File: config.mk
export PLATFORM = sky130hd
export DESIGN_NAME = display_list_address_relocator_flat
export DESIGN_NICKNAME = d
export VERILOG_FILES = /design/src/rtl/dlar_pkg.sv /design/src/rtl/dlar_if.sv /design/src/rtl/dlar_front.sv /design/src/rtl/dlar_queue.sv /design/src/rtl/dlar_back.sv /design/src/rtl/display_list_address_relocator.sv /design/src/flat_wrapper.sv
export SDC_FILE = /design/constraint.sdc
export NUM_CORES = 2
export LEC_CHECK = 0
export BUFFER_PORTS_ARGS = -buffer_cell sky130_fd_sc_hd__buf_4
export CAP_MARGIN = 5
export CORE_MARGIN = 5
export CORE_UTILIZATION = 50
export DETAILED_ROUTE_END_ITERATION = 6
export MAX_ROUTING_LAYER = met4
export PLACE_DENSITY = 0.67
export SETUP_SLACK_MARGIN = 0.1
export SLEW_MARGIN = 20
export SYNTH_ARGS = -nofsm -noshare
export SYNTH_HDL_FRONTEND = slang
export SYNTH_HIERARCHICAL = 1
export SYNTH_SLANG_ARGS = --single-unit
File: constraint.sdc
create_clock -name i_clk -period 9 [get_ports i_clk]
set_input_delay 0.9 -clock i_clk [delete_from_list [all_inputs] [get_ports i_clk]]
set_output_delay 0.9 -clock i_clk [all_outputs]
set_load 0.1 [all_outputs]
File: src/rtl/dlar_pkg.sv
package dlar_pkg;

    localparam int MAP_ENTRIES = 64;
    localparam int MAP_IDX_W   = (MAP_ENTRIES > 1) ? $clog2(MAP_ENTRIES) : 1;
    localparam int MAP_CNT_W   = $clog2(MAP_ENTRIES + 1);

    localparam int OFS_W     = 24;
    localparam int CFG_IDX_W = 8;
    localparam int CFG_DAT_W = 32;
    localparam int Q_DEPTH   = 2;
    localparam int Q_PTR_W   = 1;
    localparam int Q_CNT_W   = 2;

    localparam logic [7:0] OP_VTX     = 8'h04;
    localparam logic [7:0] OP_COL     = 8'h07;
    localparam logic [7:0] OP_MOVEWORD = 8'hbc;
    localparam logic [7:0] OP_SETTIMG = 8'hfd;
    localparam logic [7:0] OP_ENDDL   = 8'hb8;
    localparam logic [7:0] OP_SEG_01  = 8'h01;
    localparam logic [7:0] OP_SEG_03  = 8'h03;
    localparam logic [7:0] OP_SEG_06  = 8'h06;
    localparam logic [7:0] OP_SEG_FE  = 8'hfe;
    localparam logic [7:0] OP_SEG_FF  = 8'hff;
    localparam logic [3:0] SEG_RELOC  = 4'd5;

    localparam logic [CFG_IDX_W-1:0] CFG_SRC_BASE  = CFG_IDX_W'(0);
    localparam logic [CFG_IDX_W-1:0] CFG_DST_BASE  = CFG_IDX_W'(1);
    localparam logic [CFG_IDX_W-1:0] CFG_MARK_SEG  = CFG_IDX_W'(2);
    localparam logic [CFG_IDX_W-1:0] CFG_RELOCATE  = CFG_IDX_W'(3);

    typedef struct packed {
        logic [OFS_W-1:0] src_base;
        logic [OFS_W-1:0] dst_base;
        logic             mark_segmented;
        logic             relocate;
    } t_cfg;

    typedef struct packed {
        logic lookup;
        logic arith;
        logic mark;
        logic eol;
    } t_cls;

    typedef struct packed {
        logic             is_cmd;
        logic [31:0]      hi;
        logic [31:0]      lo;
        logic [OFS_W-1:0] tex_src;
        logic [OFS_W-1:0] tex_dst;
        t_cls             cls;
    } t_qent;

    typedef struct packed {
        logic [OFS_W-1:0] src;
        logic [OFS_W-1:0] dst;
    } t_map_ent;

    typedef struct packed {
        logic [31:0] word_hi;
        logic [31:0] word_lo;
        logic        end_of_list;
        logic        range_error;
    } t_res;

    typedef enum logic [1:0] {
        ST_IDLE,
        ST_SCAN,
        ST_EMIT
    } t_state;

endpackage

File: src/rtl/dlar_if.sv
interface dlar_in_if;
    import dlar_pkg::*;
    logic             valid;
    logic             ready;
    logic             command;
    logic [63:0]      command_word;
    logic [OFS_W-1:0] tex_source;
    logic [OFS_W-1:0] tex_dest;

    modport source (output valid, command, command_word, tex_source, tex_dest, input ready);
    modport sink   (input valid, command, command_word, tex_source, tex_dest, output ready);
endinterface

interface dlar_out_if;
    logic        valid;
    logic        ready;
    logic [31:0] word_hi;
    logic [31:0] word_lo;
    logic        end_of_list;
    logic        range_error;

    modport source (output valid, word_hi, word_lo, end_of_list, range_error, input ready);
    modport sink   (input valid, word_hi, word_lo, end_of_list, range_error, output ready);
endinterface

interface dlar_cfg_if;
    import dlar_pkg::*;
    logic                 valid;
    logic                 ready;
    logic [CFG_IDX_W-1:0] index;
    logic [CFG_DAT_W-1:0] data;

    modport source (output valid, index, data, input ready);
    modport sink   (input valid, index, data, output ready);
endinterface

File: src/rtl/dlar_front.sv
module dlar_front import dlar_pkg::*; (
    dlar_in_if.sink i_in,
    input  t_cfg    i_cfg,
    input  logic    i_q_full,
    output logic    o_push,
    output t_qent   o_ent
);

    logic [7:0] op;
    logic [3:0] seg;
    logic       has_addr;
    logic       is_seg;
    logic       reloc;

    assign op  = i_in.command_word[63:56];
    assign seg = i_in.command_word[27:24];

    assign has_addr = (op == OP_VTX) || (op == OP_COL) || (op == OP_MOVEWORD)
                   || (op == OP_SETTIMG);
    assign is_seg   = (op == OP_SEG_01) || (op == OP_SEG_03) || (op == OP_VTX)
                   || (op == OP_SEG_06) || (op == OP_COL) || (op == OP_SETTIMG)
                   || (op == OP_SEG_FE) || (op == OP_SEG_FF);
    assign reloc    = i_cfg.relocate && has_addr && (seg == SEG_RELOC);

    assign i_in.ready = !i_q_full;
    assign o_push     = i_in.valid && !i_q_full;

    always_comb begin
        o_ent.is_cmd     = i_in.command;
        o_ent.hi         = i_in.command_word[63:32];
        o_ent.lo         = i_in.command_word[31:0];
        o_ent.tex_src    = i_in.tex_source;
        o_ent.tex_dst    = i_in.tex_dest;
        o_ent.cls.lookup = reloc && (op == OP_SETTIMG);
        o_ent.cls.arith  = reloc && (op != OP_SETTIMG);
        o_ent.cls.mark   = i_cfg.mark_segmented && is_seg;
        o_ent.cls.eol    = (op == OP_ENDDL);
    end

endmodule

File: src/rtl/dlar_queue.sv
module dlar_queue import dlar_pkg::*; (
    input  logic  i_clk,
    input  logic  i_rst_n,
    input  logic  i_push,
    input  t_qent i_ent,
    input  logic  i_pop,
    output logic  o_full,
    output logic  o_valid,
    output t_qent o_ent
);

    t_qent              r_buf [Q_DEPTH];
    logic [Q_PTR_W-1:0] r_wp;
    logic [Q_PTR_W-1:0] r_rp;
    logic [Q_CNT_W-1:0] r_cnt;
    logic               do_push;
    logic               do_pop;

    assign o_full  = (r_cnt == Q_CNT_W'(Q_DEPTH));
    assign o_valid = (r_cnt != '0);
    assign o_ent   = r_buf[r_rp];
    assign do_push = i_push && !o_full;
    assign do_pop  = i_pop && o_valid;

    always_ff @(posedge i_clk) begin
        if (do_push) begin
            r_buf[r_wp] <= i_ent;
        end
    end

    always_ff @(posedge i_clk) begin
        if (!i_rst_n) begin
            r_wp  <= '0;
            r_rp  <= '0;
            r_cnt <= '0;
        end else begin
            if (do_push) begin
                r_wp <= r_wp + 1'b1;
            end
            if (do_pop) begin
                r_rp <= r_rp + 1'b1;
            end
            if (do_push && !do_pop) begin
                r_cnt <= r_cnt + 1'b1;
            end else if (do_pop && !do_push) begin
                r_cnt <= r_cnt - 1'b1;
            end
        end
    end

endmodule

File: src/rtl/dlar_back.sv
module dlar_back import dlar_pkg::*; (
    input  logic  i_clk,
    input  logic  i_rst_n,
    input  t_cfg  i_cfg,
    input  logic  i_q_valid,
    input  t_qent i_q_ent,
    output logic  o_pop,
    dlar_out_if.source o_res
);

    t_state               r_state;
    t_state               n_state;
    t_map_ent             r_mem [MAP_ENTRIES];
    t_map_ent             r_rd;
    logic [MAP_CNT_W-1:0] r_count;
    logic [MAP_CNT_W-1:0] r_idx;
    logic [MAP_CNT_W-1:0] idx_inc;
    t_qent                r_cur;
    logic [OFS_W-1:0]     r_tex_ofs;
    logic                 r_out_valid;
    t_res                 r_out;

    logic                 out_free;
    logic                 wr_en;
    logic [MAP_IDX_W-1:0] rd_addr;
    logic                 load;
    t_res                 res;
    logic                 start_scan;
    logic                 scan_miss;
    logic                 scan_hit;
    logic [OFS_W-1:0]     ofs;
    logic [OFS_W-1:0]     ofs_new;
    logic [31:0]          lo_arith;

    assign out_free  = !r_out_valid || o_res.ready;
    assign idx_inc   = r_idx + 1'b1;
    assign scan_miss = (r_idx >= r_count);
    assign scan_hit  = !scan_miss && (r_rd.src == r_cur.lo[OFS_W-1:0]);

    assign ofs      = i_q_ent.lo[OFS_W-1:0];
    assign ofs_new  = ofs - i_cfg.src_base + i_cfg.dst_base;
    assign lo_arith = i_q_ent.cls.arith ? {i_q_ent.lo[31:OFS_W], ofs_new} : i_q_ent.lo;

    always_comb begin
        n_state = r_state;
        unique case (r_state)
            ST_IDLE: begin
                if (i_q_valid && i_q_ent.is_cmd && i_q_ent.cls.lookup) begin
                    n_state = ST_SCAN;
                end
            end
            ST_SCAN: begin
                if (scan_miss || scan_hit) begin
                    n_state = ST_EMIT;
                end
            end
            ST_EMIT: begin
                if (out_free) begin
                    n_state = ST_IDLE;
                end
            end
            default: n_state = ST_IDLE;
        endcase
    end

    always_comb begin
        o_pop      = 1'b0;
        wr_en      = 1'b0;
        rd_addr    = '0;
        load       = 1'b0;
        start_scan = 1'b0;
        res        = '0;
        unique case (r_state)
            ST_IDLE: begin
                if (i_q_valid) begin
                    if (!i_q_ent.is_cmd) begin
                        o_pop = 1'b1;
                        wr_en = (r_count < MAP_CNT_W'(MAP_ENTRIES));
                    end else if (i_q_ent.cls.lookup) begin
                        o_pop      = 1'b1;
                        start_scan = 1'b1;
                    end else if (out_free) begin
                        o_pop = 1'b1;
                        load  = 1'b1;
                    end
                end
                res.word_hi     = i_q_ent.hi;
                res.word_lo     = {lo_arith[31:1], lo_arith[0] | i_q_ent.cls.mark};
                res.end_of_list = i_q_ent.cls.eol;
                res.range_error = i_q_ent.cls.arith && (ofs < i_cfg.src_base);
            end
            ST_SCAN: begin
                rd_addr = idx_inc[MAP_IDX_W-1:0];
            end
            ST_EMIT: begin
                load            = out_free;
                res.word_hi     = r_cur.hi;
                res.word_lo     = {r_cur.lo[31:OFS_W], r_tex_ofs[OFS_W-1:1],
                                   r_tex_ofs[0] | r_cur.cls.mark};
                res.end_of_list = r_cur.cls.eol;
                res.range_error = 1'b0;
            end
            default: begin
            end
        endcase
    end

    always_ff @(posedge i_clk) begin
        if (wr_en) begin
            r_mem[r_count[MAP_IDX_W-1:0]] <= '{src: i_q_ent.tex_src, dst: i_q_ent.tex_dst};
        end
        r_rd <= r_mem[rd_addr];
    end

    always_ff @(posedge i_clk) begin
        if (start_scan) begin
            r_cur <= i_q_ent;
        end
        if (r_state == ST_SCAN) begin
            r_tex_ofs <= scan_hit ? r_rd.dst : '0;
        end
        if (load) begin
            r_out <= res;
        end
    end

    always_ff @(posedge i_clk) begin
        if (!i_rst_n) begin
            r_state     <= ST_IDLE;
            r_count     <= '0;
            r_idx       <= '0;
            r_out_valid <= 1'b0;
        end else begin
            r_state <= n_state;
            if (wr_en) begin
                r_count <= r_count + 1'b1;
            end
            if (start_scan) begin
                r_idx <= '0;
            end else if (r_state == ST_SCAN) begin
                r_idx <= idx_inc;
            end
            if (load) begin
                r_out_valid <= 1'b1;
            end else if (o_res.ready) begin
                r_out_valid <= 1'b0;
            end
        end
    end

    assign o_res.valid       = r_out_valid;
    assign o_res.word_hi     = r_out.word_hi;
    assign o_res.word_lo     = r_out.word_lo;
    assign o_res.end_of_list = r_out.end_of_list;
    assign o_res.range_error = r_out.range_error;

endmodule

File: src/rtl/display_list_address_relocator.sv
// A command word enters the queue, then the output register once it is free. Throughput:
// 1 beat per cycle for inserts, and for all commands but relocated settimg while ready.
// A relocated settimg scans the mapping table one entry per cycle through its read port:
// it holds the back end while it scans up to the first match or to the last filled entry.
// Reset (synchronous, active low) empties the queue and the output register, zeroes the
// entry count and restores the register defaults; table contents stay undefined.
module display_list_address_relocator import dlar_pkg::*; (
    input  logic        i_clk,
    input  logic        i_rst_n,
    dlar_in_if.sink     i_in,
    dlar_cfg_if.sink    i_cfg,
    dlar_out_if.source  o_res
);

    t_cfg  r_cfg;
    logic  push;
    t_qent push_ent;
    logic  q_full;
    logic  q_valid;
    t_qent q_ent;
    logic  pop;

    assign i_cfg.ready = 1'b1;

    always_ff @(posedge i_clk) begin
        if (!i_rst_n) begin
            r_cfg.src_base       <= '0;
            r_cfg.dst_base       <= '0;
            r_cfg.mark_segmented <= 1'b1;
            r_cfg.relocate       <= 1'b1;
        end else if (i_cfg.valid) begin
            unique case (i_cfg.index)
                CFG_SRC_BASE: r_cfg.src_base       <= i_cfg.data[OFS_W-1:0];
                CFG_DST_BASE: r_cfg.dst_base       <= i_cfg.data[OFS_W-1:0];
                CFG_MARK_SEG: r_cfg.mark_segmented <= i_cfg.data[0];
                CFG_RELOCATE: r_cfg.relocate       <= i_cfg.data[0];
                default: begin
                end
            endcase
        end
    end

    dlar_front u_front (
        .i_in     (i_in),
        .i_cfg    (r_cfg),
        .i_q_full (q_full),
        .o_push   (push),
        .o_ent    (push_ent)
    );

    dlar_queue u_queue (
        .i_clk   (i_clk),
        .i_rst_n (i_rst_n),
        .i_push  (push),
        .i_ent   (push_ent),
        .i_pop   (pop),
        .o_full  (q_full),
        .o_valid (q_valid),
        .o_ent   (q_ent)
    );

    dlar_back u_back (
        .i_clk     (i_clk),
        .i_rst_n   (i_rst_n),
        .i_cfg     (r_cfg),
        .i_q_valid (q_valid),
        .i_q_ent   (q_ent),
        .o_pop     (pop),
        .o_res     (o_res)
    );

endmodule

File: src/flat_wrapper.sv
// flat-port wrapper written by rule: the top's interface ports become plain ports
module display_list_address_relocator_flat import dlar_pkg::*;
  (i_clk, i_rst_n, i_in_valid, i_in_command, i_in_command_word, i_in_tex_source, i_in_tex_dest, i_in_ready, i_cfg_valid, i_cfg_index, i_cfg_data, i_cfg_ready, o_res_valid, o_res_word_hi, o_res_word_lo, o_res_end_of_list, o_res_range_error, o_res_ready);
  dlar_in_if i_in_i ();
  dlar_cfg_if i_cfg_i ();
  dlar_out_if o_res_i ();
  input  logic i_clk;
  input  logic i_rst_n;
  input wire logic [$bits(i_in_i.valid)-1:0] i_in_valid;
  input wire logic [$bits(i_in_i.command)-1:0] i_in_command;
  input wire logic [$bits(i_in_i.command_word)-1:0] i_in_command_word;
  input wire logic [$bits(i_in_i.tex_source)-1:0] i_in_tex_source;
  input wire logic [$bits(i_in_i.tex_dest)-1:0] i_in_tex_dest;
  output wire logic [$bits(i_in_i.ready)-1:0] i_in_ready;
  input wire logic [$bits(i_cfg_i.valid)-1:0] i_cfg_valid;
  input wire logic [$bits(i_cfg_i.index)-1:0] i_cfg_index;
  input wire logic [$bits(i_cfg_i.data)-1:0] i_cfg_data;
  output wire logic [$bits(i_cfg_i.ready)-1:0] i_cfg_ready;
  output wire logic [$bits(o_res_i.valid)-1:0] o_res_valid;
  output wire logic [$bits(o_res_i.word_hi)-1:0] o_res_word_hi;
  output wire logic [$bits(o_res_i.word_lo)-1:0] o_res_word_lo;
  output wire logic [$bits(o_res_i.end_of_list)-1:0] o_res_end_of_list;
  output wire logic [$bits(o_res_i.range_error)-1:0] o_res_range_error;
  input wire logic [$bits(o_res_i.ready)-1:0] o_res_ready;
  assign i_in_i.valid = i_in_valid;
  assign i_in_i.command = i_in_command;
  assign i_in_i.command_word = i_in_command_word;
  assign i_in_i.tex_source = i_in_tex_source;
  assign i_in_i.tex_dest = i_in_tex_dest;
  assign i_in_ready = i_in_i.ready;
  assign i_cfg_i.valid = i_cfg_valid;
  assign i_cfg_i.index = i_cfg_index;
  assign i_cfg_i.data = i_cfg_data;
  assign i_cfg_ready = i_cfg_i.ready;
  assign o_res_valid = o_res_i.valid;
  assign o_res_word_hi = o_res_i.word_hi;
  assign o_res_word_lo = o_res_i.word_lo;
  assign o_res_end_of_list = o_res_i.end_of_list;
  assign o_res_range_error = o_res_i.range_error;
  assign o_res_i.ready = o_res_ready;
  display_list_address_relocator u_core (.i_clk(i_clk), .i_rst_n(i_rst_n), .i_in(i_in_i), .i_cfg(i_cfg_i), .o_res(o_res_i));
endmodule
==> reports/qor.yml <==
crit_required_ps: 9780
drv_cap: 0
h-tree-depth: 5
synth-simple-area-share_pct: 10.5
initial_core_util_pct: 50.2
hold-worst-slack_ps: 175
critPathKind: "reg2reg"
via_count: 92000
slew_violations: 0
grt_pass1_wl_mm: 623
worstSetupStartpointType: "register"
antenna_found_initial: 18
dp_hpwl_mm: 230
synth_cell_types: 92
worst_hold_path_type: "in2reg"
die_h_um: 545
finalCritPeriodShare_pct: 61.3
cts_tree: "yes"
clockBufferDepth: 4
syn-cell-area_mm2: 0.143
maxSlewHeadroom_pct: 16.5
worstMarginPinSlew_ps: 1250
drc: 2
placed_area_mm2: 0.148
p_per_area_mw_per_mm2: 262
setup_viol: 0
drtIter0Drc: 13600
synth_seq_cells: 3582
ys_seq_area_share_pct: 74.4
syn_nets: 10100
cts.root.buffer_cell: "clkbuf_16"
grt_pass1_vias: 87400
async_flop_share_pct: 0
setup_slack_ps: 3480
viasPerCell: 6.62
violations: "DRC"
wl_per_cell_um: 31.9
fin_cells: 13900
die_area_mm2: 0.297
die_x_um: 545
synth_fa_ha_area_share_pct: 0.821
drive_gt1_share_pct: 11.7
period_minus_slack_ps: 5520
end_kind: "register"
num-nets-final: 10100
ant_nets: 0
core-area_mm2: 0.285
reg2regPathDepth: 10
ios: 227
grt_max_degree: 174
r2r-start: "u_core/u_back/r_idx[0]"
synth_ff_type: "edfxtp_1"
synth_compound_area_share_pct: 8.46
cts_buffers: 356
overflow: 0
routabilityCongestion: 0.879
synth_xor_area_share_pct: 0.388
cp_max_fo: 134
syn_avg_cell_area_um2: 14.5
finalClockSkew_ps: 70.8
rsz0062_at_grt: "no"
fmax_ghz: 0.181
synth_edf_count: 3462
syn_inst: 9886
utilization_pct: 55.9
cp-startpoint: "u_core/u_back/r_idx[0]"
synthMuxAreaShare_pct: 2.41
hold_viol: 0
worstPathArrival_ps: 6300
cts.sinks: 3582
dp_slack_ps: 3840
dpl.cell_count: 13200
syn_to_final_growth_pct: 11.4
hold_start: "i_in_command_word[37]"
rows: 196
status: "complete, but fails checks"
postLayoutCellArea_mm2: 0.159
ir_drop_mv: 0.342
leakage_nw: 51.0
drt_pre_antenna_iters: 7
hold_path_depth: 1
grtUsageTotal_pct: 29.9
hold_buffers: 0
port_buffers: 217
clk_pin_slew_ps: 70
cts_resized: 0
yosys_warnings: 6
tns_ps: 0
finalPower_mw: 41.8
synth_top_family_by_area: "simple AND/OR/NAND/NOR gates"
clk_latency_ps: 920
wirelength_mm: 443
postCtsSetupBuffers: 0
==> registers in the layout (all words and copies together) (netlist names), 2 cells and up, named ones only <==
register	cells
u_core/u_back/o_res.word_hi	32
u_core/u_queue/r_buf	234
u_core/u_back/r_count	7
u_core/u_back/r_idx	7
u_core/u_back/r_tex_ofs	24
u_core/u_back/r_cur	66
u_core/u_queue/r_cnt	2
u_core/u_back/r_mem	3072
u_core/r_cfg	50
u_core/u_back/r_rd	48
u_core/u_back/o_res.word_lo	32
u_core/u_back/r_state	2
==> worst paths after layout <==
| kind | to | slack, ps |
|---|---|---|
| worst min register to register | u_core/r_cfg[7] | 460 |
| worst max register to register | u_core/u_back/r_rd[20] | 3480 |
| worst min-delay path | u_core/u_queue/r_buf[0][89] | 170 |
| worst max-delay path | u_core/u_back/r_rd[20] | 3480 |
==> routing by layer <==
metal / global-route usage [%] / vias up / wire (um)
li1: - / 37900 / -
met1: 39.4 / 46200 / 163000
met2: 44.8 / 6661 / 199000
met3: 7.18 / 1249 / 58500
met4: 12.8 / 0 / 22600
met5: - / - / 0
==> synthesized netlist by cell type, types with 11 or more instances <==
cell type / count / area share (%)
o22ai_1: 107 / 0.47
nor4_1: 22 / 0.096
mux2_4: 30 / 0.31
a211oi_1: 114 / 0.60
o31ai_1: 11 / 0.058
xnor2_1: 32 / 0.20
a21o_1: 20 / 0.10
dfxtp_1: 120 / 1.7
ha_1: 57 / 0.50
o221ai_1: 252 / 1.5
a21oi_1: 299 / 1.0
mux2i_1: 109 / 0.76
a22oi_1: 23 / 0.12
o311ai_0: 22 / 0.13
mux4_2: 33 / 0.52
mux2_2: 103 / 0.81
and2_1: 33 / 0.14
nand2b_1: 31 / 0.14
inv_1: 137 / 0.36
and3_1: 146 / 0.64
o2111ai_1: 26 / 0.16
a311oi_1: 35 / 0.21
a31oi_1: 201 / 0.88
buf_1: 104 / 0.27
edfxtp_1: 3462 / 73
buf_4: 121 / 0.64
nand2_1: 1426 / 3.7
clkbuf_1: 389 / 1.0
a2bb2oi_1: 12 / 0.073
or3_1: 352 / 1.5
nand3_1: 617 / 2.2
nor3_1: 88 / 0.31
xor2_1: 24 / 0.15
nor2_1: 256 / 0.67
buf_2: 200 / 0.70
o21ai_0: 215 / 0.75
nand4b_1: 70 / 0.43
fa_1: 23 / 0.32
o211ai_1: 339 / 1.8
nor2b_1: 16 / 0.070
nand4_1: 61 / 0.27
==> power breakdown <==
group / leakage (nW) / switching, mW / internal [mW] / total (mW)
clock network: 5.48 / 6.21 / 8.26 / 14.5
logic: 13.3 / 4.82 / 1.59 / 6.41
registers: 32.2 / 0.434 / 20.5 / 20.9
total: 51.0 / 11.5 / 30.4 / 41.8
==> cells by family after synthesis <==
family,Yosys count
buf+inv,966
mux,275
other cells,1
compound gates,1763
simple gates,3159
flops,3582
fa+ha+maj,80
xor+xnor,60
==> critical path, cell delays in order (launching register included) <==
cell	delay, ps
dfxtp_4	730
buf_4	880
nand3_2	420
xor2_2	340
nor2_4	180
buf_4	630
buf_12	550
mux4_2	420
a22o_1	260
o31ai_1	300
o311ai_1	160
==> area by class of cell <==
type | count | area, um^2
tap | 3762 | 4710
sequential | 3582 | 106000
fill | 21800 | 126000
multi-input combinational | 5338 | 33000
clock buffer | 452 | 9590
inverter | 140 | 538
clock inverter | 184 | 1690
timing repair buffer | 416 | 3430
antenna | 22 | 55.1
==> cells in the final DEF, fill, tap and decap left out, drive strengths merged, types with 201 or more instances in the layout <==
| cell type | netlist | final |
|---|---|---|
| a21oi | 300 | 300 |
| a31oi | 201 | 201 |
| buf | 434 | 416 |
| clkbuf | 392 | 452 |
| edfxtp | 3462 | 3462 |
| nand2 | 1427 | 1427 |
| nand3 | 618 | 618 |
| nor2 | 258 | 258 |
| o211ai | 339 | 339 |
| o21ai | 219 | 219 |
| o221ai | 252 | 252 |
| or3 | 352 | 352 |
No activity file was read; power rests on OpenSTA's default activity.
